--- config.mk ---
export PLATFORM = sky130hd
export DESIGN_NAME = priority_round_robin_ready_queue_unit
export DESIGN_NICKNAME = d
export VERILOG_FILES = /design/src/rtl/prrq_pkg.sv /design/src/rtl/prrq_fifo.sv /design/src/rtl/prrq_front.sv /design/src/rtl/prrq_back.sv /design/src/rtl/priority_round_robin_ready_queue_unit.sv
export SDC_FILE = /design/constraint.sdc
export NUM_CORES = 1
export LEC_CHECK = 0
export BUFFER_PORTS_ARGS = -buffer_cell sky130_fd_sc_hd__buf_2
export CORE_UTILIZATION = 55
export CTS_BUF_LIST = sky130_fd_sc_hd__clkbuf_16
export CTS_CLUSTER_SIZE = 30
export DETAILED_ROUTE_END_ITERATION = 10
export PLACE_DENSITY_LB_ADDON = 0.08
export SLEW_MARGIN = 40
export SYNTH_ARGS = -nofsm -noshare
export SYNTH_HDL_FRONTEND = slang
export SYNTH_HIERARCHICAL = 1
export SYNTH_SLANG_ARGS = --single-unit
--- constraint.sdc ---
create_clock -name clk -period 3.2 [get_ports clk]
set_input_delay 0.16 -clock clk [delete_from_list [all_inputs] [get_ports clk]]
set_output_delay 0.16 -clock clk [all_outputs]
set_load 0.05 [all_outputs]
--- src/rtl/prrq_pkg.sv ---
// types and constants shared by the ready-queue scheduler
// no dependencies; imported by prrq_front, prrq_back and the top level
`default_nettype none

package prrq_pkg;

	// fixed widths of the item fields
	localparam int ID_W   = 5;
	localparam int PRIO_W = 3;
	localparam int OP_W   = 2;

	// operation codes as carried on the opcode port
	typedef enum logic [OP_W-1:0] {
		OP_ADD      = 2'd0,
		OP_REMOVE   = 2'd1,
		OP_DISPATCH = 2'd2,
		OP_NOP      = 2'd3
	} op_t;

	// back-end sequencer states
	typedef enum logic [2:0] {
		ST_IDLE,
		ST_EXEC,
		ST_ADD_W1,
		ST_ADD_W2,
		ST_REM,
		ST_DSP
	} st_t;

	// one result item
	typedef struct packed {
		logic [ID_W-1:0] chosen_id;
		logic            status;
	} res_t;

endpackage

`default_nettype wire

--- src/rtl/prrq_fifo.sv ---
// small first-in first-out queue of plain vectors
// no dependencies; used between front and back and on the result side
`default_nettype none

module prrq_fifo #(
	parameter int WIDTH = 8,
	parameter int DEPTH = 2
) (
	input  logic             clk,
	input  logic             arst_n,
	input  logic             wr_en,
	input  logic [WIDTH-1:0] wr_data,
	output logic             full,
	input  logic             rd_en,
	output logic [WIDTH-1:0] rd_data,
	output logic             empty
);

	localparam int PTR_W = (DEPTH > 1) ? $clog2(DEPTH) : 1;
	localparam int CNT_W = $clog2(DEPTH + 1);

	logic [WIDTH-1:0] mem_q [DEPTH];
	logic [PTR_W-1:0] wr_ptr_q;
	logic [PTR_W-1:0] rd_ptr_q;
	logic [CNT_W-1:0] count_q;
	logic             do_wr;
	logic             do_rd;

	assign full    = (count_q == CNT_W'(DEPTH));
	assign empty   = (count_q == '0);
	assign do_wr   = wr_en & ~full;
	assign do_rd   = rd_en & ~empty;
	assign rd_data = mem_q[rd_ptr_q];

	// pointers and fill level
	always_ff @(posedge clk or negedge arst_n) begin
		if (!arst_n) begin
			wr_ptr_q <= '0;
			rd_ptr_q <= '0;
			count_q  <= '0;
		end else begin
			if (do_wr) begin
				wr_ptr_q <= (wr_ptr_q == PTR_W'(DEPTH - 1)) ? '0 : wr_ptr_q + 1'b1;
			end
			if (do_rd) begin
				rd_ptr_q <= (rd_ptr_q == PTR_W'(DEPTH - 1)) ? '0 : rd_ptr_q + 1'b1;
			end
			if (do_wr && !do_rd) begin
				count_q <= count_q + 1'b1;
			end else if (do_rd && !do_wr) begin
				count_q <= count_q - 1'b1;
			end
		end
	end

	// storage
	always_ff @(posedge clk) begin
		if (do_wr) begin
			mem_q[wr_ptr_q] <= wr_data;
		end
	end

endmodule

`default_nettype wire

--- src/rtl/prrq_front.sv ---
// front end: takes items, decodes the operation and folds ids and levels into range
// depends on prrq_pkg
`default_nettype none

module prrq_front #(
	parameter int NUM_LEVELS = 8,
	parameter int NUM_PROCS  = 32,
	localparam int PW = $clog2(NUM_PROCS),
	localparam int LW = $clog2(NUM_LEVELS),
	localparam int CMD_W = prrq_pkg::OP_W + 2 * PW + LW
) (
	input  logic                          push,
	input  logic [prrq_pkg::OP_W-1:0]     opcode,
	input  logic [prrq_pkg::ID_W-1:0]     process_id,
	input  logic [prrq_pkg::PRIO_W-1:0]   priority_req,
	input  logic [prrq_pkg::ID_W-1:0]     active_id,
	input  logic                          q_full,
	output logic                          q_push,
	output logic [CMD_W-1:0]              q_data
);

	import prrq_pkg::*;

	op_t           op;
	logic [PW-1:0] pid;
	logic [PW-1:0] act;
	logic [LW-1:0] lvl;

	// id modulo process count, as a constant table
	function automatic logic [PW-1:0] pid_of(input logic [ID_W-1:0] v);
		logic [PW-1:0] r;
		r = '0;
		for (int i = 0; i < (1 << ID_W); i++) begin
			if (v == ID_W'(i)) begin
				r = PW'(i % NUM_PROCS);
			end
		end
		return r;
	endfunction

	// level modulo level count, as a constant table
	function automatic logic [LW-1:0] lvl_of(input logic [PRIO_W-1:0] v);
		logic [LW-1:0] r;
		r = '0;
		for (int i = 0; i < (1 << PRIO_W); i++) begin
			if (v == PRIO_W'(i)) begin
				r = LW'(i % NUM_LEVELS);
			end
		end
		return r;
	endfunction

	// decode the operation
	always_comb begin
		case (opcode)
			OP_ADD:      op = OP_ADD;
			OP_REMOVE:   op = OP_REMOVE;
			OP_DISPATCH: op = OP_DISPATCH;
			default:     op = OP_NOP;
		endcase
	end

	// fold fields and pack the command
	assign pid    = pid_of(process_id);
	assign act    = pid_of(active_id);
	assign lvl    = lvl_of(priority_req);
	assign q_push = push & ~q_full;
	assign q_data = {op, pid, lvl, act};

endmodule

`default_nettype wire

--- src/rtl/prrq_back.sv ---
// back end: sequencer that updates the level lists and answers dispatch queries
// depends on prrq_pkg; holds the link and level tables as memories
`default_nettype none

module prrq_back #(
	parameter int NUM_LEVELS = 8,
	parameter int NUM_PROCS  = 32,
	localparam int PW = $clog2(NUM_PROCS),
	localparam int LW = $clog2(NUM_LEVELS),
	localparam int CMD_W = prrq_pkg::OP_W + 2 * PW + LW
) (
	input  logic              clk,
	input  logic              arst_n,
	input  logic              cmd_empty,
	input  logic [CMD_W-1:0]  cmd_data,
	output logic              cmd_pop,
	input  logic              res_full,
	output logic              res_push,
	output prrq_pkg::res_t    res_data
);

	import prrq_pkg::*;

	st_t             state_q;
	st_t             state_nxt;
	logic [NUM_LEVELS-1:0] nonempty_q;
	logic [PW-1:0]   head_q [NUM_LEVELS];

	// latched command
	op_t             op_q;
	logic [PW-1:0]   pid_q;
	logic [LW-1:0]   lvl_q;
	logic [PW-1:0]   act_q;
	logic [PW-1:0]   h_q;
	logic [PW-1:0]   t_q;
	logic [LW-1:0]   top_q;

	// tables
	logic [PW-1:0]   next_mem [NUM_PROCS];
	logic [PW-1:0]   prev_mem [NUM_PROCS];
	logic [LW-1:0]   lvl_mem  [NUM_PROCS];
	logic [PW-1:0]   next_rd;
	logic [PW-1:0]   prev_rd;
	logic [LW-1:0]   lvl_rd;

	// table access controls
	logic            next_we, prev_we, lvl_we;
	logic [PW-1:0]   next_waddr, prev_waddr, lvl_waddr;
	logic [PW-1:0]   next_wdata, prev_wdata;
	logic [LW-1:0]   lvl_wdata;
	logic [PW-1:0]   next_raddr, prev_raddr, lvl_raddr;

	// head and bitmap controls
	logic            head_we;
	logic [LW-1:0]   head_idx;
	logic [PW-1:0]   head_val;
	logic            bit_set, bit_clr;
	logic [LW-1:0]   bit_idx;
	logic            h_ld, t_ld, top_ld;

	// highest nonempty level
	logic [LW-1:0]   top_lvl;
	logic            any_ready;
	logic            level_busy;
	logic [PW-1:0]   pick;

	always_comb begin
		top_lvl = '0;
		for (int i = 0; i < NUM_LEVELS; i++) begin
			if (nonempty_q[i]) begin
				top_lvl = LW'(i);
			end
		end
	end

	assign any_ready  = |nonempty_q;
	assign level_busy = nonempty_q[lvl_q];
	assign pick       = (lvl_rd == top_q) ? next_rd : head_q[top_q];

	// next state
	always_comb begin
		state_nxt = state_q;
		case (state_q)
			ST_IDLE: begin
				if (!cmd_empty && !res_full) begin
					state_nxt = ST_EXEC;
				end
			end
			ST_EXEC: begin
				case (op_q)
					OP_ADD:      state_nxt = level_busy ? ST_ADD_W1 : ST_IDLE;
					OP_REMOVE:   state_nxt = ST_REM;
					OP_DISPATCH: state_nxt = any_ready ? ST_DSP : ST_IDLE;
					default:     state_nxt = ST_IDLE;
				endcase
			end
			ST_ADD_W1: state_nxt = ST_ADD_W2;
			ST_ADD_W2: state_nxt = ST_IDLE;
			ST_REM:    state_nxt = ST_IDLE;
			ST_DSP:    state_nxt = ST_IDLE;
			default:   state_nxt = ST_IDLE;
		endcase
	end

	// outputs and table controls
	always_comb begin
		cmd_pop    = 1'b0;
		res_push   = 1'b0;
		res_data   = '0;
		next_we    = 1'b0;
		prev_we    = 1'b0;
		lvl_we     = 1'b0;
		next_waddr = pid_q;
		prev_waddr = pid_q;
		lvl_waddr  = pid_q;
		next_wdata = pid_q;
		prev_wdata = pid_q;
		lvl_wdata  = lvl_q;
		next_raddr = pid_q;
		prev_raddr = pid_q;
		lvl_raddr  = pid_q;
		head_we    = 1'b0;
		head_idx   = lvl_q;
		head_val   = pid_q;
		bit_set    = 1'b0;
		bit_clr    = 1'b0;
		bit_idx    = lvl_q;
		h_ld       = 1'b0;
		t_ld       = 1'b0;
		top_ld     = 1'b0;
		case (state_q)
			ST_IDLE: begin
				cmd_pop = ~cmd_empty & ~res_full;
			end
			ST_EXEC: begin
				case (op_q)
					OP_ADD: begin
						lvl_we = 1'b1;
						if (!level_busy) begin
							// first process of the level links to itself
							head_we  = 1'b1;
							next_we  = 1'b1;
							prev_we  = 1'b1;
							bit_set  = 1'b1;
							res_push = 1'b1;
						end else begin
							// fetch the tail through the head
							prev_raddr = head_q[lvl_q];
							h_ld       = 1'b1;
						end
					end
					OP_REMOVE: begin
						// reads of the process's links and level go out by default
					end
					OP_DISPATCH: begin
						next_raddr = act_q;
						lvl_raddr  = act_q;
						top_ld     = 1'b1;
						if (!any_ready) begin
							res_push       = 1'b1;
							res_data.status = 1'b1;
						end
					end
					default: begin
						res_push = 1'b1;
					end
				endcase
			end
			ST_ADD_W1: begin
				// new process points at head and tail
				next_we    = 1'b1;
				next_wdata = h_q;
				prev_we    = 1'b1;
				prev_wdata = prev_rd;
				t_ld       = 1'b1;
			end
			ST_ADD_W2: begin
				// tail and head point at the new process
				next_we    = 1'b1;
				next_waddr = t_q;
				prev_we    = 1'b1;
				prev_waddr = h_q;
				res_push   = 1'b1;
			end
			ST_REM: begin
				head_idx = lvl_rd;
				bit_idx  = lvl_rd;
				head_we  = 1'b1;
				res_push = 1'b1;
				if (next_rd == pid_q) begin
					head_val = '0;
					bit_clr  = 1'b1;
				end else begin
					head_val   = next_rd;
					next_we    = 1'b1;
					next_waddr = prev_rd;
					next_wdata = next_rd;
					prev_we    = 1'b1;
					prev_waddr = next_rd;
					prev_wdata = prev_rd;
				end
			end
			ST_DSP: begin
				res_push           = 1'b1;
				res_data.chosen_id = ID_W'(pick);
			end
			default: begin
			end
		endcase
	end

	// control state, head table and level bitmap
	always_ff @(posedge clk or negedge arst_n) begin
		if (!arst_n) begin
			state_q    <= ST_IDLE;
			nonempty_q <= '0;
			for (int i = 0; i < NUM_LEVELS; i++) begin
				head_q[i] <= '0;
			end
		end else begin
			state_q <= state_nxt;
			if (head_we) begin
				head_q[head_idx] <= head_val;
			end
			if (bit_set) begin
				nonempty_q[bit_idx] <= 1'b1;
			end
			if (bit_clr) begin
				nonempty_q[bit_idx] <= 1'b0;
			end
		end
	end

	// command and working registers
	always_ff @(posedge clk) begin
		if (cmd_pop) begin
			{op_q, pid_q, lvl_q, act_q} <= {op_t'(cmd_data[CMD_W-1 -: OP_W]),
				cmd_data[CMD_W-OP_W-1:0]};
		end
		if (h_ld) begin
			h_q <= head_q[lvl_q];
		end
		if (t_ld) begin
			t_q <= prev_rd;
		end
		if (top_ld) begin
			top_q <= top_lvl;
		end
	end

	// link and level tables, registered reads
	always_ff @(posedge clk) begin
		if (next_we) begin
			next_mem[next_waddr] <= next_wdata;
		end
		next_rd <= next_mem[next_raddr];
	end

	always_ff @(posedge clk) begin
		if (prev_we) begin
			prev_mem[prev_waddr] <= prev_wdata;
		end
		prev_rd <= prev_mem[prev_raddr];
	end

	always_ff @(posedge clk) begin
		if (lvl_we) begin
			lvl_mem[lvl_waddr] <= lvl_wdata;
		end
		lvl_rd <= lvl_mem[lvl_raddr];
	end

endmodule

`default_nettype wire

--- src/rtl/priority_round_robin_ready_queue_unit.sv ---
// top level of the priority round-robin ready-queue scheduler
// depends on prrq_pkg, prrq_front, prrq_fifo and prrq_back
`default_nettype none

// channel   | handshake          | payload
// ----------+--------------------+-------------------------------------------------
// items     | push / full        | opcode, process_id, priority_req, active_id
// results   | empty / pop        | chosen_id, status
//
// an item passes the front end into a two-entry command queue, then the back-end
// sequencer with link tables of one write and one read port handles it; an add to
// an empty level, a no-op or a dispatch with nothing ready ends in ST_EXEC; others
// go on through ST_REM, ST_DSP or ST_ADD_W1/W2; results wait in a two-entry queue.
// reset clears the level bitmap and heads at once; the link tables need no clearing.
// a full result queue stalls the sequencer, which in turn backs up the command queue.

module priority_round_robin_ready_queue_unit #(
	parameter int NUM_LEVELS = 8,
	parameter int NUM_PROCS  = 32
) (
	input  logic                          clk,
	input  logic                          arst_n,
	input  logic                          push,
	output logic                          full,
	input  logic [prrq_pkg::OP_W-1:0]     opcode,
	input  logic [prrq_pkg::ID_W-1:0]     process_id,
	input  logic [prrq_pkg::PRIO_W-1:0]   priority_req,
	input  logic [prrq_pkg::ID_W-1:0]     active_id,
	output logic                          empty,
	input  logic                          pop,
	output logic [prrq_pkg::ID_W-1:0]     chosen_id,
	output logic                          status
);

	import prrq_pkg::*;

	localparam int PW    = $clog2(NUM_PROCS);
	localparam int LW    = $clog2(NUM_LEVELS);
	localparam int CMD_W = OP_W + 2 * PW + LW;
	localparam int RES_W = $bits(res_t);

	logic             cq_push;
	logic [CMD_W-1:0] cq_wdata;
	logic             cq_full;
	logic             cq_pop;
	logic [CMD_W-1:0] cq_rdata;
	logic             cq_empty;
	logic             rq_push;
	res_t             rq_wdata;
	logic             rq_full;
	res_t             rq_rdata;

	assign full = cq_full;

	// decode and fold
	prrq_front #(
		.NUM_LEVELS (NUM_LEVELS),
		.NUM_PROCS  (NUM_PROCS)
	) u_front (
		.push         (push),
		.opcode       (opcode),
		.process_id   (process_id),
		.priority_req (priority_req),
		.active_id    (active_id),
		.q_full       (cq_full),
		.q_push       (cq_push),
		.q_data       (cq_wdata)
	);

	// command queue between front and back
	prrq_fifo #(
		.WIDTH (CMD_W),
		.DEPTH (2)
	) u_cmd_q (
		.clk     (clk),
		.arst_n  (arst_n),
		.wr_en   (cq_push),
		.wr_data (cq_wdata),
		.full    (cq_full),
		.rd_en   (cq_pop),
		.rd_data (cq_rdata),
		.empty   (cq_empty)
	);

	// list sequencer
	prrq_back #(
		.NUM_LEVELS (NUM_LEVELS),
		.NUM_PROCS  (NUM_PROCS)
	) u_back (
		.clk       (clk),
		.arst_n    (arst_n),
		.cmd_empty (cq_empty),
		.cmd_data  (cq_rdata),
		.cmd_pop   (cq_pop),
		.res_full  (rq_full),
		.res_push  (rq_push),
		.res_data  (rq_wdata)
	);

	// result queue
	prrq_fifo #(
		.WIDTH (RES_W),
		.DEPTH (2)
	) u_res_q (
		.clk     (clk),
		.arst_n  (arst_n),
		.wr_en   (rq_push),
		.wr_data (rq_wdata),
		.full    (rq_full),
		.rd_en   (pop),
		.rd_data (rq_rdata),
		.empty   (empty)
	);

	assign chosen_id = rq_rdata.chosen_id;
	assign status    = rq_rdata.status;

endmodule

`default_nettype wire
==> metrics.csv <==
stage;metric;value;unit
status;outcome;finished clean;
power;pwr-share-comb;41.1;%
routing;vias;13427;
routing;drt_pass1_iterations;5;
floorplan;placementRows;75;
global_routing;grt-busiest-layer;met2;
timing;rsz0062_at_grt;yes;
synth;ys_types;63;
routing;drt_wl_total;52700;um
power;clkPwrFrac;21.4;%
timing;setup_viol;0;
floorplan;die_area;43400;um2
cts;clock-sinks;558;
timing;final.setup_skew;16.7;ps
floorplan;start_util;55.8;%
timing;finalCritPeriodShare;99.8;%
synth;synthTopCellsByCount;486 x edfxtp_1, 178 x nor2_1, 127 x nand2_1, 84 x mux4_2, 63 x clkbuf_1;
critical_path;criticalPathCategory;reg2reg;
synth;ys_async_sr_fraction;10.6;%
place;place_congestion;0.931;
synth;synth_top_area_share;62.4;%
timing;hold_viol_final;0;
timing;relSlewSlack;43.0;%
cts;cts.path.max_buffers;3;
synth;ys_seq_elements;558;
place;hpwl;34200;um
cts;htreeDepth;2;
global_routing;met3_usage;4.35;%
cts;root_buffer;clkbuf_16;
cts;clock_latency;610;ps
synth;synth_area;23400;um2
floorplan;io_pins;27;
power;p_seq_share;37.5;%
critical_path;cp-start-kind;register;
timing;finalMaxSlewViolations;0;
synth;yosys-top-cells-area;edfxtp_1 62%, mux4_2 8.1%, dfrtp_1 6.3%;
final_layout;n_antenna_cell;0;
synth;syn_inst;1492;
routing;viasPerCell;6.13;
power;netSwitchingPower;10.7;mW
synth;synth_ff_type;edfxtp_1;
routing;wl_per_cell;24.0;um
final_layout;stdcell_area;26900;um2
power;cellLeakagePower;9.23;nW
routing;post-route-drc-count;0;
cts;cts_buffers;57;
synth;yosysWarnings;6;
critical_path;end_kind;register;
place;port_buffers;26;
synth;avgSynthCellArea;15.7;um2
critical_path;cp.required;3470;ps
timing;tightestPinTransition;855;ps
final_layout;fill_cells;2993;
global_routing;use_met2;37.5;%
synth;post-synth-top-count-cell;edfxtp_1;
power;power_density;1090;nW/um2
global_routing;grt_max_degree;42;
global_routing;grt_pass1_vias;13302;
final_layout;nets;1627;
place;post_dp_cell_area;24700;um2
power;switching_share;36.4;%
synth;synth_edf_count;486;
synth;synth_area_leader_cell;edfxtp_1;
floorplan;core;41900;um2
worst_hold_path;hold_class;in2async;
final_layout;finish.utilization;64.2;%
final_layout;drive_above_1_share;23.6;%
final_layout;area_growth;15.1;%
floorplan;die_x;208;um
synth;synth_fp_nets;1513;
global_routing;met1_usage;36.8;%
routing;dr.first_iter.drc_count;1178;
critical_path;arrival;3460;ps
cts;cts_tree;done;
routing;ant_nets;0;
floorplan;die_h;208;um
power;internal_power;18.6;mW
global_routing;grt_usage;24.7;%
synth;synth_seq_area_share;69.8;%
flow_run;maxCapViolations;0;
critical_path;worstPathMaxFanout;8;
global_routing;antenna_found_initial;1;
global_routing;grt_pass1_wl;80000;um
power;ir_worst_vdd;615;uV
timing;fmax;0.313;GHz
cts;clkTransAtPathRegs;60;ps
global_routing;grt.overflow.total;0;
timing;period_needed;3190;ps
==> kinds of logic after synthesis <==
family,count (synthesis),synth area share [%]
flops,558,69.8
simple gates,447,9.05
compound gates,187,5.68
mux,179,12.7
buf+inv,101,2.02
xor+xnor,18,0.674
fa+ha+maj,2,0.107
==> metal layers <==
metal	vias to the layer above	wire, um
met1	6805	23400
met5	-	0
met3	79	3680
met2	485	24400
met4	0	1140
li1	6058	-
==> power by group through the flow <==
stage / registers [mW] / clock network, mW / logic [mW]
3_3_place_gp: 11.1 / 0 / 11.4
2_1_floorplan: 10.9 / 0 / 7.55
6_report: 11.0 / 6.27 / 12.0
5_1_grt: 11.1 / 6.67 / 12.9
3_5_place_dp: 11.1 / 0 / 11.6
4_1_cts: 11.0 / 6.41 / 11.7
==> timing repair <==
action,4_1_cts,5_1_grt
pin swaps,0,5
hold buffers,18,0
gates cloned,0,2
resized for setup,4,41
buffers inserted,1,5
endpoints found under the setup margin,10,151
endpoints found under the hold margin,50,0
==> stage by stage <==
stage / std cells / setup slack [ps] / hold WS, ps / power, mW / setup TNS, ps
after floorplan: 1492 / -26.3 / -136 / 18.4 / -89.3
after CTS: 2185 / -15.8 / 35.4 / 29.1 / -24.9
after global placement: 2060 / 72.4 / 151 / 22.5 / 0
final: 2192 / 5.46 / 77.5 / 29.3 / 0
after global routing: 2192 / -117 / 89.9 / 30.7 / -2850
after detailed placement: 2060 / -29.9 / 163 / 22.7 / -60.1
==> sequential cells by signal, summed over array words and instances, names as in the netlist, 8 cells and up <==
register,cells
u_back/lvl_mem,96
u_back/prev_mem,160
u_back/next_mem,160
u_back/nonempty_q,8
u_back/head_q,40
u_cmd_q/mem_q,30
u_res_q/mem_q,12
==> path summary, 6_finish.rpt <==
kind / slack [ps] / from / endpoint / cells after the start
min in group clk: 270 / active_id[0] / u_cmd_q/mem_q[1][0] / 2
worst min-delay path: 80 / arst_n / u_res_q/rd_ptr_q / 2
max in group asynchronous: 2200 / arst_n / u_back/head_q[10] / 3
worst max-delay path: 5 / u_back/lvl_q[0] / u_back/next_mem[4][3] / 8
worst min register to register: 490 / u_back/head_q[29] / u_back/head_q[29] / 2
worst max register to register: 5 / u_back/lvl_q[0] / u_back/next_mem[4][3] / 8
==> cells in the final DEF (no fill, tap or decap), types with 6 or more instances in the layout <==
cell type / n
nor2_1: 150
mux2_1: 6
nor2_2: 28
nor3_1: 7
a2111oi_0: 37
clkinv_1: 15
nor3b_1: 42
edfxtp_1: 486
a22oi_1: 6
nand3_1: 30
mux2_4: 12
xnor2_1: 6
clkbuf_16: 61
a221oi_1: 13
a21oi_1: 44
o22ai_1: 8
dfrtp_1: 58
buf_12: 16
mux4_2: 84
a22o_1: 6
a31oi_1: 13
or4_1: 10
a32oi_1: 10
inv_1: 23
clkinv_2: 10
and2_1: 10
buf_2: 26
xor2_1: 12
dlygate4sd3_1: 18
dfxtp_1: 13
buf_4: 80
o21ai_0: 23
mux2i_1: 40
mux2_2: 31
nand2_1: 127
a221o_1: 7
==> final cells by class <==
| cell class | count | area [um2] | area share (%) |
|---|---|---|---|
| Clock inverter | 47 | 310 | 1.15 |
| Inverter | 10 | 42.5 | 0.158 |
| Multi-Input combinational cell | 833 | 6760 | 25.1 |
| Timing Repair Buffer | 146 | 1330 | 4.93 |
| Sequential cell | 558 | 16300 | 60.7 |
| Clock buffer | 59 | 1480 | 5.48 |
| Tap cell | 539 | 674 | 2.50 |
==> worst max-delay path: stages (launching register included) <==
cell and delay, ps:
edfxtp_1 470, buf_4 200, mux2_1 350, a2bb2oi_4 200, a21oi_1 340, or3_1 260, and2_1 230, nand2_1 340
nor2_1 460
(Power assumes the default switching activity.)
